==> src/hw/rtl/sst_ram.sv <==
// ============================================================================
// sst_ram
// Generic single-write, single-read RAM with registered read data.
// ============================================================================
`default_nettype none

module sst_ram #(
    parameter int WIDTH = 32,
    parameter int DEPTH = 128
) (
    input  wire logic                     i_clk,
    input  wire logic                     i_we,
    input  wire logic [$clog2(DEPTH)-1:0] i_waddr,
    input  wire logic [WIDTH-1:0]         i_wdata,
    input  wire logic [$clog2(DEPTH)-1:0] i_raddr,
    output logic      [WIDTH-1:0]         o_rdata
);

    logic [WIDTH-1:0] r_mem [DEPTH];
    logic [WIDTH-1:0] r_rdata;

    always_ff @(posedge i_clk) begin
        if (i_we) begin
            r_mem[i_waddr] <= i_wdata;
        end
        r_rdata <= r_mem[i_raddr];
    end

    assign o_rdata = r_rdata;

endmodule

`default_nettype wire

==> config.mk <==
export PLATFORM = sky130hd
export DESIGN_NAME = sst_ram
export DESIGN_NICKNAME = d
export VERILOG_FILES = /design/src/hw/rtl/sst_ram.sv
export SDC_FILE = /design/constraint.sdc
export NUM_CORES = 2
export LEC_CHECK = 0
export BUFFER_PORTS_ARGS = -buffer_cell sky130_fd_sc_hd__buf_2
export CAP_MARGIN = 20
export CORE_MARGIN = 3
export CORE_UTILIZATION = 55
export CTS_CLUSTER_DIAMETER = 120
export DETAILED_ROUTE_END_ITERATION = 10
export HOLD_SLACK_MARGIN = 0.03
export PLACE_DENSITY = 0.77
export SYNTH_ARGS = -nofsm -noshare
export SYNTH_HDL_FRONTEND = slang
export SYNTH_SLANG_ARGS = --single-unit
export TNS_END_PERCENT = 100
==> constraint.sdc <==
create_clock -name i_clk -period 4.2 [get_ports i_clk]
set_clock_uncertainty 0.2 [all_clocks]
set_input_delay 1.05 -clock i_clk [delete_from_list [all_inputs] [get_ports i_clk]]
set_output_delay 1.05 -clock i_clk [all_outputs]
set_load 0.05 [all_outputs]
==> out/metrics.yaml <==
dr.pass1.iters: 6
grt_pass1_vias: 78160
critPathLaunch: "i_raddr[0]"
synth_area_per_cell_um2: 26.09
grt_use_total_pct: 31.80
cts_num_sinks: 4128
slowest_stage: "mux4_2"
swShare_pct: 21.69
max_stage_delay_ns: 0.63
synth_area_um2: 156300
ys_warn_count: 0
finalWirelength_um: 461300
ctsRootBufferMaster: "clkbuf_16"
vias_per_cell: 7.317
hp-start: "i_wdata[3]"
placementRows: 195
holdBufCountCts: 0
p_int_mw: 69.00
gr-total-overflow: 0
route.detailed.drc: 0
worst_pin_slew_ns: 1.159
cap_violations: 0
synth-seq-cells: 4128
tns_ns: 0
fmax_ghz: 0.2853
dpl_cell_area_um2: 166700
io_pins: 80
crit_arrival_ns: 4.10
outcome: "complete, no violations"
grt_pass1_wl_um: 637900
finalHoldViolCount: 0
fp.dieW_um: 539.0
syn_nets: 6038
final.setup.worst_slack_ns: 0.6946
worstPathCellList: "buf_12 > buf_12 > buf_4 > buf_4 > mux4_2 > mux4_2 > mux4_2 > mux2_2"
grt_max_degree: 129
cts.clk_slew.worst_paths_ns: 0.07
crit_fanout: 15
place_ws_ns: -0.1377
startpoint_type: "primary input"
crit_path_end_kind: "flip-flop"
antenna_found_initial: 73
min_period_over_period_pct: 83.46
seq_area_frac_synth_pct: 79.12
ant_nets: 0
critical_path_class: "in2reg"
clkPwrFrac_pct: 42.5
power_leakage_nw: 55.73
slew_headroom_pct: 22.76
io_buffers: 79
hp-class: "in2reg"
finalWorstPathRequiredPeriod_ns: 3.505
numCtsBuffers: 392
die_y_um: 539.0
post-dp-hpwl_um: 228100
setup_viol: 0
dieArea_um2: 290600
drive_gt1_share_pct: 37.49
maxSlewViolCount: 0
cts_max_level: 5
cts_setup_buffers: 0
clk_latency_ns: 0.94
vias: 78004
tritoncts: "built"
gp_congestion: 0.8246
r2r_start: "r_mem[90][10]"
dr.first_iter.drc_count: 14360
nNetsFinal: 6616
cts_max_path_buffers: 4
ir_drop_v: 0.0003833
crit_path_frequent_cell: "mux4_2"
core_area_um2: 282500
utilization_pct: 63.83
seqPwrFrac_pct: 51.8
cts_resized: 0
p_sw_mw: 19.12
syn_inst: 5990
start_util_pct: 55.31
stdcell_area_um2: 180300
grt_setup_unrepaired: "false"
p_per_area_nw_per_um2: 488.6
cp.required_ns: 4.79
synth_cell_types: 17
area_growth_pct: 15.40
share_comb_of_total_power_pct: 5.7
wl_per_cell_um: 43.27
## cell usage after synthesis (all sizes together)
| library cell | n | share of area (%) |
|---|---|---|
| edfxtp | 4096 | 79 |
| mux4 | 1344 | 19 |
| clkbuf | 182 | 0.44 |
| buf | 134 | 0.40 |
| nor2 | 122 | 0.29 |
| dfxtp | 32 | 0.41 |
| mux2 | 32 | 0.23 |
| nand2 | 14 | 0.034 |
| nand3 | 12 | 0.038 |
| nor3 | 9 | 0.029 |
| nor2b | 7 | 0.028 |
| nand4 | 3 | 0.012 |
| nand2b | 2 | 0.0080 |
| or3 | 1 | 0.0040 |
## through the flow
stage / cells / power (mW) / hold slack (ns)
after floorplan: 5990 / 48.81 / 0.8737
after global placement: 9906 / 51.16 / 0.9127
after detailed placement: 9908 / 51.28 / 0.9061
after CTS: 10621 / 88.12 / 0.3828
after global routing: 10636 / 89.72 / 0.3128
final: 10661 / 88.11 / 0.3166
## cell usage in the layout, fill, tap and decap left out, types with 2 or more instances in the layout
cell | Yosys | layout
nor2_1 | 122 | 3
nand2_1 | 14 | 14
clkbuf_8 | 0 | 8
clkinvlp_4 | 0 | 12
mux2_2 | 32 | 32
buf_16 | 0 | 9
nand3_1 | 12 | 8
inv_6 | 0 | 6
nor3_4 | 0 | 6
clkbuf_16 | 0 | 401
clkinv_8 | 0 | 2
nor3_2 | 0 | 3
clkinv_2 | 0 | 67
clkinv_16 | 0 | 2
nand2b_1 | 2 | 2
clkinv_1 | 0 | 82
clkinv_4 | 0 | 6
nor2_4 | 0 | 119
inv_16 | 0 | 5
buf_12 | 0 | 194
edfxtp_1 | 4096 | 4096
mux4_2 | 1344 | 1344
buf_4 | 3 | 254
nand3_2 | 0 | 4
nor2b_1 | 7 | 7
buf_2 | 79 | 40
diode_2 | 0 | 31
clkbuf_1 | 182 | 57
dfxtp_1 | 32 | 32
nand4_1 | 3 | 3
buf_8 | 0 | 3
bufinv_16 | 0 | 65
## power by group through the flow
stage / logic (mW) / registers [mW] / clock network, mW
floorplan: 2.20 / 46.6 / 0
global placement: 4.63 / 46.5 / 0
detailed placement: 4.74 / 46.5 / 0
CTS: 4.91 / 45.7 / 37.5
global route: 5.12 / 45.6 / 39.0
finish: 5.02 / 45.7 / 37.4
## cell type report
cell class	count	area (µm²)
flip-flops and latches	4128	123600
fillers	16419	102200
multi-input cells	1546	32320
clock buffers	466	10360
repair buffers	500	6284
well taps	3743	4683
clock inverters	247	2983
diodes	31	77.57
## sequential cells by signal, summed over array words and instances (netlist names)
register	cells
o_rdata	32
r_mem	4096
## per-layer routing
layer | global-route usage (%) | routed length [µm] | vias to the layer above
met4 | 16.69 | 28010 | 54
met3 | 9.421 | 66140 | 1389
met2 | 49.62 | 221000 | 7870
li1 | - | - | 27588
met5 | 0 | 402 | -
met1 | 40.99 | 145800 | 41103
## cell families (layout without fill, tap and decap cells)
family	Yosys count	count (layout)	share of synthesized area, %
buffers and inverters	316	1213	0.8391
DFF	4128	4128	79.12
muxes	1376	1376	19.60
other	0	31	0
and+or+nand+nor	170	170	0.4460
## worst paths after layout
| check | end | slack (ns) | depth (start not counted) |
|---|---|---|---|
| min reg2reg | o_rdata[9] | 0.97 | 4 |
| min | r_mem[37][3] | 0.32 | 1 |
| max reg2reg | o_rdata[10] | 1.29 | 4 |
| max | o_rdata[11] | 0.69 | 8 |
## critical path, delay by kind of cell
kind                   cells  cell delay, ns
buffers and inverters      4            0.92
muxes                      4            2.06
Note: power is estimated with default switching activity, not from simulation.
