## src/hw/rtl/sst_pkg.sv

```systemverilog
// ============================================================================
// sst_pkg
// Shared types and codes of the stream statistics table.
// ============================================================================
`default_nettype none

package sst_pkg;

    localparam logic [1:0] REQ_RECORD = 2'd0;
    localparam logic [1:0] REQ_READ   = 2'd1;
    localparam logic [1:0] REQ_CLEAR  = 2'd2;

    localparam logic [2:0] ST_NEW      = 3'd0;
    localparam logic [2:0] ST_EXISTING = 3'd1;
    localparam logic [2:0] ST_MISMATCH = 3'd2;
    localparam logic [2:0] ST_FULL     = 3'd3;
    localparam logic [2:0] ST_READ_OK  = 3'd4;
    localparam logic [2:0] ST_EMPTY    = 3'd5;
    localparam logic [2:0] ST_IDLE     = 3'd6;

    typedef struct packed {
        logic signed [31:0] stream_id;
        logic [31:0]        frame_type;
        logic [63:0]        start_time;
        logic [63:0]        end_time;
        logic [31:0]        frame_count;
    } t_entry;

    localparam int ENTRY_W = $bits(t_entry);

    typedef struct packed {
        logic [2:0] status;
        logic [6:0] slot;
        logic [7:0] count;
        t_entry     entry;
    } t_result;

endpackage

`default_nettype wire

```

## src/hw/rtl/sst_req_if.sv

```systemverilog
// ============================================================================
// sst_req_if
// Request channel: frame header record, entry read or table clear.
// ============================================================================
`default_nettype none

interface sst_req_if;
    logic               valid;
    logic               ready;
    logic [1:0]         req_type;
    logic signed [31:0] stream_id;
    logic [31:0]        frame_type;
    logic [63:0]        frame_time;
    logic [6:0]         read_index;

    modport source (
        output valid, req_type, stream_id, frame_type, frame_time, read_index,
        input  ready
    );
    modport sink (
        input  valid, req_type, stream_id, frame_type, frame_time, read_index,
        output ready
    );
endinterface

`default_nettype wire

```

## src/hw/rtl/sst_engine.sv

```systemverilog
// ============================================================================
// sst_engine
// Request sequencer: linear id search, read-modify-write of the entry RAM,
// entry reads and table clear.
// ============================================================================
`default_nettype none

module sst_engine #(
    parameter int MAX_ENTRIES = 128
) (
    input  wire logic                           i_clk,
    input  wire logic                           i_rst_n,
    sst_req_if.sink                             i_req,
    output logic                                o_res_valid,
    input  wire logic                           i_res_ready,
    output sst_pkg::t_result                    o_res,
    output logic                                o_ram_we,
    output logic [$clog2(MAX_ENTRIES)-1:0]      o_ram_waddr,
    output sst_pkg::t_entry                     o_ram_wdata,
    output logic [$clog2(MAX_ENTRIES)-1:0]      o_ram_raddr,
    input  wire sst_pkg::t_entry                i_ram_rdata
);
    import sst_pkg::*;

    localparam int SW    = $clog2(MAX_ENTRIES);
    localparam int CW    = $clog2(MAX_ENTRIES + 1);
    localparam int CMP_W = (CW > 7) ? CW : 7;
    localparam logic [CW-1:0] MAX_CNT = CW'(MAX_ENTRIES);

    typedef enum logic [4:0] {
        S_IDLE     = 5'b00001,
        S_DISPATCH = 5'b00010,
        S_SEARCH   = 5'b00100,
        S_READ     = 5'b01000,
        S_EMIT     = 5'b10000
    } t_state;

    t_state             r_state, n_state;
    logic [CW-1:0]      r_used, n_used;
    logic               r_halted, n_halted;
    logic [CW-1:0]      r_issue, n_issue;
    logic               r_cmp_valid, n_cmp_valid;
    logic [SW-1:0]      r_cmp_idx, n_cmp_idx;
    t_result            r_res, n_res;

    logic [1:0]         r_req_type;
    logic signed [31:0] r_id;
    logic [31:0]        r_ftype;
    logic [63:0]        r_ftime;
    logic [6:0]         r_idx;

    logic               accept;
    logic               issuing;
    logic               hit;
    logic               rd_ok;
    logic [CMP_W-1:0]   idx_w;
    logic [CMP_W-1:0]   used_w;
    t_entry             upd_entry;
    t_entry             new_entry;

    assign i_req.ready = (r_state == S_IDLE);
    assign accept      = i_req.valid && i_req.ready;

    assign issuing = (r_issue < r_used);
    assign hit     = r_cmp_valid && (i_ram_rdata.stream_id == r_id);
    assign idx_w   = CMP_W'(r_idx);
    assign used_w  = CMP_W'(r_used);
    assign rd_ok   = (idx_w < used_w);

    always_comb begin
        upd_entry          = i_ram_rdata;
        upd_entry.end_time = r_ftime;
        if (i_ram_rdata.frame_count != '1) begin
            upd_entry.frame_count = i_ram_rdata.frame_count + 32'd1;
        end
        new_entry.stream_id   = r_id;
        new_entry.frame_type  = r_ftype;
        new_entry.start_time  = r_ftime;
        new_entry.end_time    = r_ftime;
        new_entry.frame_count = 32'd1;
    end

    always_comb begin
        n_state     = r_state;
        n_used      = r_used;
        n_halted    = r_halted;
        n_issue     = r_issue;
        n_cmp_valid = 1'b0;
        n_cmp_idx   = r_issue[SW-1:0];
        n_res       = r_res;
        o_ram_we    = 1'b0;
        o_ram_waddr = r_cmp_idx;
        o_ram_wdata = upd_entry;
        o_ram_raddr = r_issue[SW-1:0];
        o_res_valid = 1'b0;

        unique case (r_state)
            S_IDLE: begin
                if (accept) begin
                    n_state = S_DISPATCH;
                end
            end
            S_DISPATCH: begin
                n_res.status = ST_IDLE;
                n_res.slot   = '0;
                n_res.entry  = '0;
                n_state      = S_EMIT;
                case (r_req_type)
                    REQ_RECORD: begin
                        if (!r_halted) begin
                            n_issue = '0;
                            n_state = S_SEARCH;
                        end
                    end
                    REQ_READ: begin
                        n_res.slot = r_idx;
                        if (rd_ok) begin
                            o_ram_raddr = idx_w[SW-1:0];
                            n_state     = S_READ;
                        end else begin
                            n_res.status = ST_EMPTY;
                        end
                    end
                    REQ_CLEAR: begin
                        n_used   = '0;
                        n_halted = 1'b0;
                    end
                    default: begin
                    end
                endcase
            end
            S_SEARCH: begin
                if (issuing) begin
                    n_issue = r_issue + CW'(1);
                end
                n_cmp_valid = issuing;
                if (hit) begin
                    o_ram_we     = 1'b1;
                    n_res.status = (i_ram_rdata.frame_type != r_ftype) ? ST_MISMATCH
                                                                       : ST_EXISTING;
                    n_res.slot   = 7'(r_cmp_idx);
                    n_res.entry  = upd_entry;
                    n_state      = S_EMIT;
                end else if (!issuing && !r_cmp_valid) begin
                    if (r_used == MAX_CNT) begin
                        n_halted     = 1'b1;
                        n_res.status = ST_FULL;
                    end else begin
                        o_ram_we     = 1'b1;
                        o_ram_waddr  = r_used[SW-1:0];
                        o_ram_wdata  = new_entry;
                        n_used       = r_used + CW'(1);
                        n_res.status = ST_NEW;
                        n_res.slot   = 7'(r_used);
                        n_res.entry  = new_entry;
                    end
                    n_state = S_EMIT;
                end
            end
            S_READ: begin
                n_res.status = ST_READ_OK;
                n_res.entry  = i_ram_rdata;
                n_state      = S_EMIT;
            end
            S_EMIT: begin
                o_res_valid = 1'b1;
                if (i_res_ready) begin
                    n_state = S_IDLE;
                end
            end
            default: begin
                n_state = S_IDLE;
            end
        endcase
    end

    always_comb begin
        o_res       = r_res;
        o_res.count = 8'(r_used);
    end

    always_ff @(posedge i_clk) begin
        if (!i_rst_n) begin
            r_state     <= S_IDLE;
            r_used      <= '0;
            r_halted    <= 1'b0;
            r_issue     <= '0;
            r_cmp_valid <= 1'b0;
        end else begin
            r_state     <= n_state;
            r_used      <= n_used;
            r_halted    <= n_halted;
            r_issue     <= n_issue;
            r_cmp_valid <= n_cmp_valid;
        end
    end

    always_ff @(posedge i_clk) begin
        r_cmp_idx <= n_cmp_idx;
        r_res     <= n_res;
        if (accept) begin
            r_req_type <= i_req.req_type;
            r_id       <= i_req.stream_id;
            r_ftype    <= i_req.frame_type;
            r_ftime    <= i_req.frame_time;
            r_idx      <= i_req.read_index;
        end
    end

    a_used_bounded: assert property (@(posedge i_clk) disable iff (!i_rst_n)
        r_used <= MAX_CNT)
        else $error("entry count above table size");

    a_halt_only_full: assert property (@(posedge i_clk) disable iff (!i_rst_n)
        r_halted |-> (r_used == MAX_CNT))
        else $error("table halted while not full");

    a_write_in_search: assert property (@(posedge i_clk) disable iff (!i_rst_n)
        o_ram_we |-> (r_state == S_SEARCH))
        else $error("entry write outside search");

    a_insert_grows: assert property (@(posedge i_clk) disable iff (!i_rst_n)
        (o_ram_we && !hit) |=> (r_used == $past(r_used) + CW'(1)))
        else $error("insert did not advance entry count");

endmodule

`default_nettype wire

```

## src/flat_wrapper.sv

```systemverilog
// flat-port wrapper written by rule: the top's interface ports become plain ports
module sst_engine_flat import sst_pkg::*;
#(
    parameter int MAX_ENTRIES = 128
)
  (i_clk, i_rst_n, o_res_valid, i_res_ready, o_res, o_ram_we, o_ram_waddr, o_ram_wdata, o_ram_raddr, i_ram_rdata, i_req_valid, i_req_req_type, i_req_stream_id, i_req_frame_type, i_req_frame_time, i_req_read_index, i_req_ready);
  sst_req_if i_req_i ();
  input  wire logic i_clk;
  input  wire logic i_rst_n;
  output logic o_res_valid;
  input  wire logic i_res_ready;
  output sst_pkg::t_result o_res;
  output logic o_ram_we;
  output logic [$clog2(MAX_ENTRIES)-1:0] o_ram_waddr;
  output sst_pkg::t_entry o_ram_wdata;
  output logic [$clog2(MAX_ENTRIES)-1:0] o_ram_raddr;
  input  wire sst_pkg::t_entry i_ram_rdata;
  input wire logic [$bits(i_req_i.valid)-1:0] i_req_valid;
  input wire logic [$bits(i_req_i.req_type)-1:0] i_req_req_type;
  input wire logic [$bits(i_req_i.stream_id)-1:0] i_req_stream_id;
  input wire logic [$bits(i_req_i.frame_type)-1:0] i_req_frame_type;
  input wire logic [$bits(i_req_i.frame_time)-1:0] i_req_frame_time;
  input wire logic [$bits(i_req_i.read_index)-1:0] i_req_read_index;
  output wire logic [$bits(i_req_i.ready)-1:0] i_req_ready;
  assign i_req_i.valid = i_req_valid;
  assign i_req_i.req_type = i_req_req_type;
  assign i_req_i.stream_id = i_req_stream_id;
  assign i_req_i.frame_type = i_req_frame_type;
  assign i_req_i.frame_time = i_req_frame_time;
  assign i_req_i.read_index = i_req_read_index;
  assign i_req_ready = i_req_i.ready;
  sst_engine #(.MAX_ENTRIES(MAX_ENTRIES)) u_core (.i_clk(i_clk), .i_rst_n(i_rst_n), .i_req(i_req_i), .o_res_valid(o_res_valid), .i_res_ready(i_res_ready), .o_res(o_res), .o_ram_we(o_ram_we), .o_ram_waddr(o_ram_waddr), .o_ram_wdata(o_ram_wdata), .o_ram_raddr(o_ram_raddr), .i_ram_rdata(i_ram_rdata));
endmodule
```

## config.mk

```make
export PLATFORM = sky130hd
export DESIGN_NAME = sst_engine_flat
export DESIGN_NICKNAME = d
export VERILOG_FILES = /design/src/hw/rtl/sst_pkg.sv /design/src/hw/rtl/sst_req_if.sv /design/src/hw/rtl/sst_engine.sv /design/src/flat_wrapper.sv
export SDC_FILE = /design/constraint.sdc
export NUM_CORES = 1
export LEC_CHECK = 0
export BUFFER_PORTS_ARGS = -buffer_cell sky130_fd_sc_hd__buf_2
export CAP_MARGIN = 25
export CELL_PAD_IN_SITES_DETAIL_PLACEMENT = 0
export CELL_PAD_IN_SITES_GLOBAL_PLACEMENT = 2
export CORE_AREA = 2 2 325 327
export CTS_CLUSTER_DIAMETER = 100
export DETAILED_ROUTE_END_ITERATION = 7
export DIE_AREA = 0 0 327 329
export PLACE_DENSITY_LB_ADDON = 0.1
export SYNTH_ARGS = -nofsm -noshare
export SYNTH_HDL_FRONTEND = slang
export SYNTH_SLANG_ARGS = --single-unit
```

## constraint.sdc

```tcl
create_clock -name i_clk -period 7.73 [get_ports i_clk]
set_clock_uncertainty 0.1 [all_clocks]
set_input_delay 0.3865 -clock i_clk [delete_from_list [all_inputs] [get_ports i_clk]]
set_output_delay 0.3865 -clock i_clk [all_outputs]
set_load 0.03 [all_outputs]
```

==> results_dict.tcl, run 1 <==
set metrics [dict create \
    status "complete, no violations" \
    synth-edff-count 371 \
    num_vias 18000 \
    async_flop_share_pct 0 \
    grt_pass1_vias 18900 \
    post-route-period-util_pct 61.8 \
    synth_area_sq_um 18900 \
    ios 848 \
    gp_congestion 0.829 \
    grt_pass1_wl_mm 141 \
    sw_frac_of_total_pct 27.9 \
    path_class "reg -> out" \
    io_buffers 847 \
    period_needed_ns 4.78 \
    grtUsageTotal_pct 18.1 \
    finalHoldViolations 0 \
    initial_core_util_pct 18.1 \
    drive_gt1_share_pct 34.0 \
    arrival_ns 4.29 \
    die_h_um 329 \
    p_leak_nw 12.1 \
    cp_num_buf_inv 3 \
    core_area_sq_um 104000 \
    h-tree-depth 2 \
    grt_antenna_before_repair 10 \
    start_kind "register" \
    ys.flop_type "edfxtp_1" \
    yosysWarnings 0 \
    syn2layout_area_growth_pct 56.9 \
    critical-path-top-delay-family "simple AND/OR/NAND/NOR gates" \
    max_freq_mhz 209 \
    slowest_delay_ns 0.90 \
    fin_hold_ws_ns 0.0572 \
    avgViaCountPerCell 4.26 \
    cts_tree "done" \
    grt_max_degree 130 \
    nets 3169 \
    wirelength_mm 102 \
    switching_power_w 0.00164 \
    max_cap_viol_count 0 \
    crit_path_end_kind "output pin" \
    clock_latency_ns 0.62 \
    dp_hpwl_mm 75.2 \
    maxSlewViolCount 0 \
    cts_root_buf "clkbuf_16" \
    yosysSeqAreaShare_pct 62.1 \
    critical-path-slowest-cell "or4_4" \
    numCtsBuffers 54 \
    internal_power_w 0.00424 \
    synth_area_per_cell_sq_um 11.6 \
    cts-resized-gates 0 \
    hold_class "in -> reg" \
    drtIter0Drc 1091 \
    syn-num-nets 2013 \
    yosys_register_bits 401 \
    num_rows 119 \
    syn_inst 1631 \
    ir_worst_vdd_mv 0.154 \
    clkSlewWorstSetupHoldPaths_ns 0.06 \
    crit_chain "nor3_1 > and3b_4 > inv_2 > or4_4 > buf_4 > nand2_1 > nand2_1 > buf_2" \
    tns_ns 0 \
    worstMarginPinSlew_ns 0.978 \
    dr.pass1.iters 5 \
    drc 0 \
    cp_max_fo 57 \
    grt_setup_unrepaired "false" \
    required_ns 7.24 \
    pwr-share-comb_pct 14.0 \
    p_seq_share_pct 43.5 \
    maxSlewHeadroom_pct 34.8 \
    finalSetupViolCount 0 \
    clock_path_buffers 3 \
    p_per_area_nw_per_um2 198 \
    cpMostUsedCell "nand2_1" \
    yosysUniqueCellTypes 61 \
    p_clk_share_pct 42.5 \
    ant_nets 0 \
    cts.sinks 401 \
    die-width_um 327 \
    dieArea_sq_um 108000 \
    overflow 0 \
    wl_per_cell_um 24.3 \
]
[power by group through the flow]
stage / clock network [W] / registers, W / logic (W)
CTS: 0.00260 / 0.00256 / 0.000842
global route: 0.00266 / 0.00257 / 0.000879
detailed placement: 0 / 0.00261 / 0.000689
floorplan: 0 / 0.00270 / 0.000236
finish: 0.00250 / 0.00256 / 0.000825
global placement: 0 / 0.00261 / 0.000690
[logic make-up after synthesis]
family	count (synthesis)	synth area share [%]
DFF	401	62.1
and+or+nand+nor	648	14.9
xor gates and xnor gates	92	4.26
muxes	16	0.894
buffers and inverters	112	2.93
AOI/OAI and AO/OA	345	13.8
adders and majority gates	17	1.13
[repair_timing]
| action | in CTS | in global routing |
|---|---|---|
| endpoints found under the hold margin | 337 | 0 |
| hold buffers | 334 | 0 |
| buffers inserted | 0 | 0 |
[metal layers]
| layer | global-route usage [%] | routed length, um | vias up |
|---|---|---|---|
| li1 | - | - | 8333 |
| met1 | 21.4 | 41100 | 8784 |
| met2 | 31.6 | 50800 | 721 |
| met3 | 5.35 | 7640 | 130 |
| met4 | 5.43 | 2830 | 12 |
| met5 | 0 | 82 | - |
[state kept, by name (all words and copies together) (netlist names)]
signal,count
u_core.o_res,234
u_core.r_cmp_idx,7
u_core.r_cmp_valid,1
u_core.r_ftime,64
u_core.r_ftype,32
u_core.r_halted,1
u_core.r_id,32
u_core.r_idx,7
u_core.r_issue,8
u_core.r_req_type,2
u_core.r_state,5
u_core.r_used,8
[synth_stat cells, drive strengths merged, types with 3 or more instances]
library cell	instances	share of area [%]
nand2	455	9.0
edfxtp	371	59
a22o	197	9.1
o21ai	69	1.8
clkbuf	59	1.2
xnor2	57	2.6
nor2	54	1.1
buf	39	1.5
xor2	35	1.6
dfxtp	30	3.2
a21oi	29	0.79
nand3	27	0.71
nand4	21	0.70
o31ai	18	0.79
ha	17	1.1
and3	15	0.50
inv	14	0.28
nor3	14	0.40
nor4	13	0.54
and2	9	0.30
mux2i	9	0.48
or3	9	0.30
a31oi	8	0.26
mux2	7	0.42
nand2b	6	0.20
a21o	5	0.20
and4	5	0.23
nor2b	5	0.17
or4	5	0.20
a21boi	3	0.12
nand3b	3	0.12
o41ai	3	0.14
[final timing paths]
kind | cells past startpoint | end | start | slack (ns)
worst min register to register | 0 | u_core.r_cmp_idx[4] | u_core.r_issue[4] | 0.37
worst max-delay path | 8 | o_ram_wdata[108] | u_core.r_state[4] | 2.95
worst max register to register | 8 | u_core.o_res[124] | u_core.r_state[4] | 3.19
worst min-delay path | 2 | u_core.o_res[142] | i_ram_rdata[142] | 0.06
[area by class of cell]
cell class,instances,area [sq um]
inverters,14,52.6
repair buffers,1198,7760
flip-flops and latches,401,11700
fillers,11100,74700
clock inverters,24,221
well taps,1391,1740
diodes,3,7.51
clock buffers,72,1470
multi-input cells,1118,6660
[placed cells by master, fill, tap and decap left out, types with 15 or more instances in the layout]
cell type | synthesis | routed
buf_2 | 20 | 847
nand2_1 | 454 | 454
edfxtp_1 | 371 | 371
dlygate4sd3_1 | 0 | 334
a22o_1 | 197 | 197
o21ai_0 | 68 | 68
xnor2_1 | 57 | 57
clkbuf_16 | 0 | 56
nor2_1 | 53 | 52
xor2_1 | 35 | 35
dfxtp_1 | 30 | 30
a21oi_1 | 28 | 28
nand3_1 | 27 | 27
nand4_1 | 21 | 21
o31ai_1 | 17 | 17
ha_1 | 17 | 17
and3_1 | 15 | 15
clkbuf_1 | 59 | 15
[metrics by stage]
stage / area [sq um] / utilization (%) / setup WS (ns) / power, W / std cells
2_1_floorplan: 18900 / - / 2.18 / 0.00294 / 1631
3_3_place_gp: 24600 / 23.6 / 3.19 / 0.00330 / 3788
3_5_place_dp: 24600 / 23.6 / 3.12 / 0.00330 / 3788
4_1_cts: 29600 / 28.4 / 2.79 / 0.00600 / 4218
5_1_grt: 29700 / 28.4 / 2.66 / 0.00612 / 4221
6_report: 29700 / 28.4 / 2.95 / 0.00588 / 4221
Power figures use the tool's default switching activity.
==> run 2: changes to the inputs <==
Settings changed: CORE_AREA 2 2 325 327 to 2 2 327 329, DIE_AREA 0 0 327 329 to 0 0 329 331.
Clock period 7.73 ns to 4.5 ns, I/O delays scaled along.
==> run 2 against run 1 <==
Compared with the run above: clock power grew 80%; setup slack got worse by 2.5 ns; count of clock-buffer cells in the layout shrank 1; non-clock buffer count up 59; sequential power rose by 71%; global-route usage decreased by 0.29 points; via count down 0.23%; combinational power is 76% higher; critical path depth rose by 1; wire length is 0.29% lower; critical path type unchanged.
==> results_dict.tcl, run 2 (synthesis results as in run 1) <==
set metrics [dict create \
    dpl-instance-area_sq_um 25000 \
    grt_pass1_wl_mm 139 \
    numCtsBuffers 55 \
    cts.sinks 401 \
    finalSetupViolCount 0 \
    grtUsageTotal_pct 17.8 \
    cp_max_fo 49 \
    arrival_ns 3.67 \
    clock_latency_ns 0.65 \
    start_kind "register" \
    wl_per_cell_um 23.8 \
    critical-path-slowest-cell "dfxtp_1" \
    p_per_area_nw_per_um2 340 \
    tns_ns 0 \
    layout_common_cells "buf_2 (847), nand2_1 (454), edfxtp_1 (371)" \
    crit_path_end_kind "output pin" \
    postLayoutCellArea_sq_um 30500 \
    avgViaCountPerCell 4.18 \
    max_cap_viol_count 0 \
    die_h_um 331 \
    h-tree-depth 2 \
    grt_max_degree 96 \
    hold_class "in -> reg" \
    final_cells 4291 \
    wirelength_mm 102 \
    grt_antenna_before_repair 11 \
    finalHoldViolations 0 \
    clkSlewWorstSetupHoldPaths_ns 0.05 \
    utilization_pct 29.0 \
    io_buffers 847 \
    worstMarginPinSlew_ns 0.914 \
    initial_core_util_pct 18.0 \
    dp_cells 3811 \
    largest_reg_flops 234 \
    required_ns 4.18 \
    ios 848 \
    core_area_sq_um 105000 \
    maxSlewHeadroom_pct 39.0 \
    fin_hold_ws_ns 0.192 \
    clock_path_buffers 3 \
    mostFrequentLayoutCell "buf_2" \
    p_leak_nw 12.5 \
    num_vias 17900 \
    drive_gt1_share_pct 33.9 \
    overflow 0 \
    period_needed_ns 4.00 \
    cpMostUsedCell "nand2_1" \
    num_rows 119 \
    slowest_delay_ns 0.54 \
    path_class "reg -> out" \
    cts-resized-gates 0 \
    cts_root_buf "clkbuf_16" \
    post-route-period-util_pct 88.8 \
    status "complete, no violations" \
    die-width_um 329 \
    dr.pass1.iters 8 \
    crit_chain "inv_1 > ha_1 > a211o_1 > a21oi_2 > or4_4 > buf_12 > nand2_1 > nand2_1 > buf_2" \
    nets 3229 \
    drtIter0Drc 871 \
    cts_tree "done" \
    ant_nets 0 \
    maxSlewViolCount 0 \
    syn2layout_area_growth_pct 61.3 \
    dp_hpwl_mm 75.9 \
    grt_setup_unrepaired "false" \
    dieArea_sq_um 109000 \
    drc 0 \
    max_freq_mhz 250 \
    gp_congestion 0.800 \
    grt_pass1_vias 18600 \
    ir_worst_vdd_mv 0.282 \
]
## run 2: layout make-up
class	count	area [sq um]
clock buffer	71	1440
clock inverter	32	355
tap	1391	1740
sequential	401	11700
inverter	14	52.6
antenna	7	17.5
timing repair buffer	1257	8480
fill	11200	74500
multi-input combinational	1118	6660
## run 2: per-stage QoR
step                      setup slack [ns]  power [W]
after floorplan                      0.248    0.00504
after global placement               0.776    0.00567
after detailed placement             0.855    0.00567
after CTS                            0.391     0.0106
after global routing                 0.183     0.0107
final                                0.502     0.0104
## run 2: repair_timing
action,4_1_cts,5_1_grt
endpoints found under the hold margin,378,0
buffers inserted,0,0
hold buffers,370,0
## run 2: critical path: cells and delay by family, from the launching register on
| kind | cells | cell delay (ns) |
|---|---|---|
| buffers and inverters | 3 | 0.72 |
| AOI/OAI and AO/OA | 2 | 0.68 |
| and+or+nand+nor | 3 | 0.61 |
| DFF | 1 | 0.54 |
| adders and majority gates | 1 | 0.33 |
## run 2: final timing paths
check | cells after the start | slack [ns] | startpoint | end
worst max-delay path | 9 | 0.50 | u_core.r_used[2] | o_ram_wdata[115]
worst max register to register | 8 | 0.57 | u_core.r_id[27] | u_core.o_res[22]
worst min-delay path | 2 | 0.19 | i_req_frame_time[63] | u_core.r_ftime[63]
worst min register to register | 0 | 0.39 | u_core.r_issue[6] | u_core.r_cmp_idx[6]
## run 2: power by group
group	internal (W)	switching (W)	total, W	leakage, nW
clock	0.00270	0.00182	0.00451	0.869
combinational	0.000561	0.000890	0.00145	8.06
sequential	0.00425	0.000139	0.00439	3.60
total	0.00751	0.00285	0.0104	12.5
## run 2: layer usage
layer	wire length, um	GRT usage (%)
met3	7490	4.71
met2	50500	31.1
met5	11	0
met4	2410	4.64
met1	41600	21.6
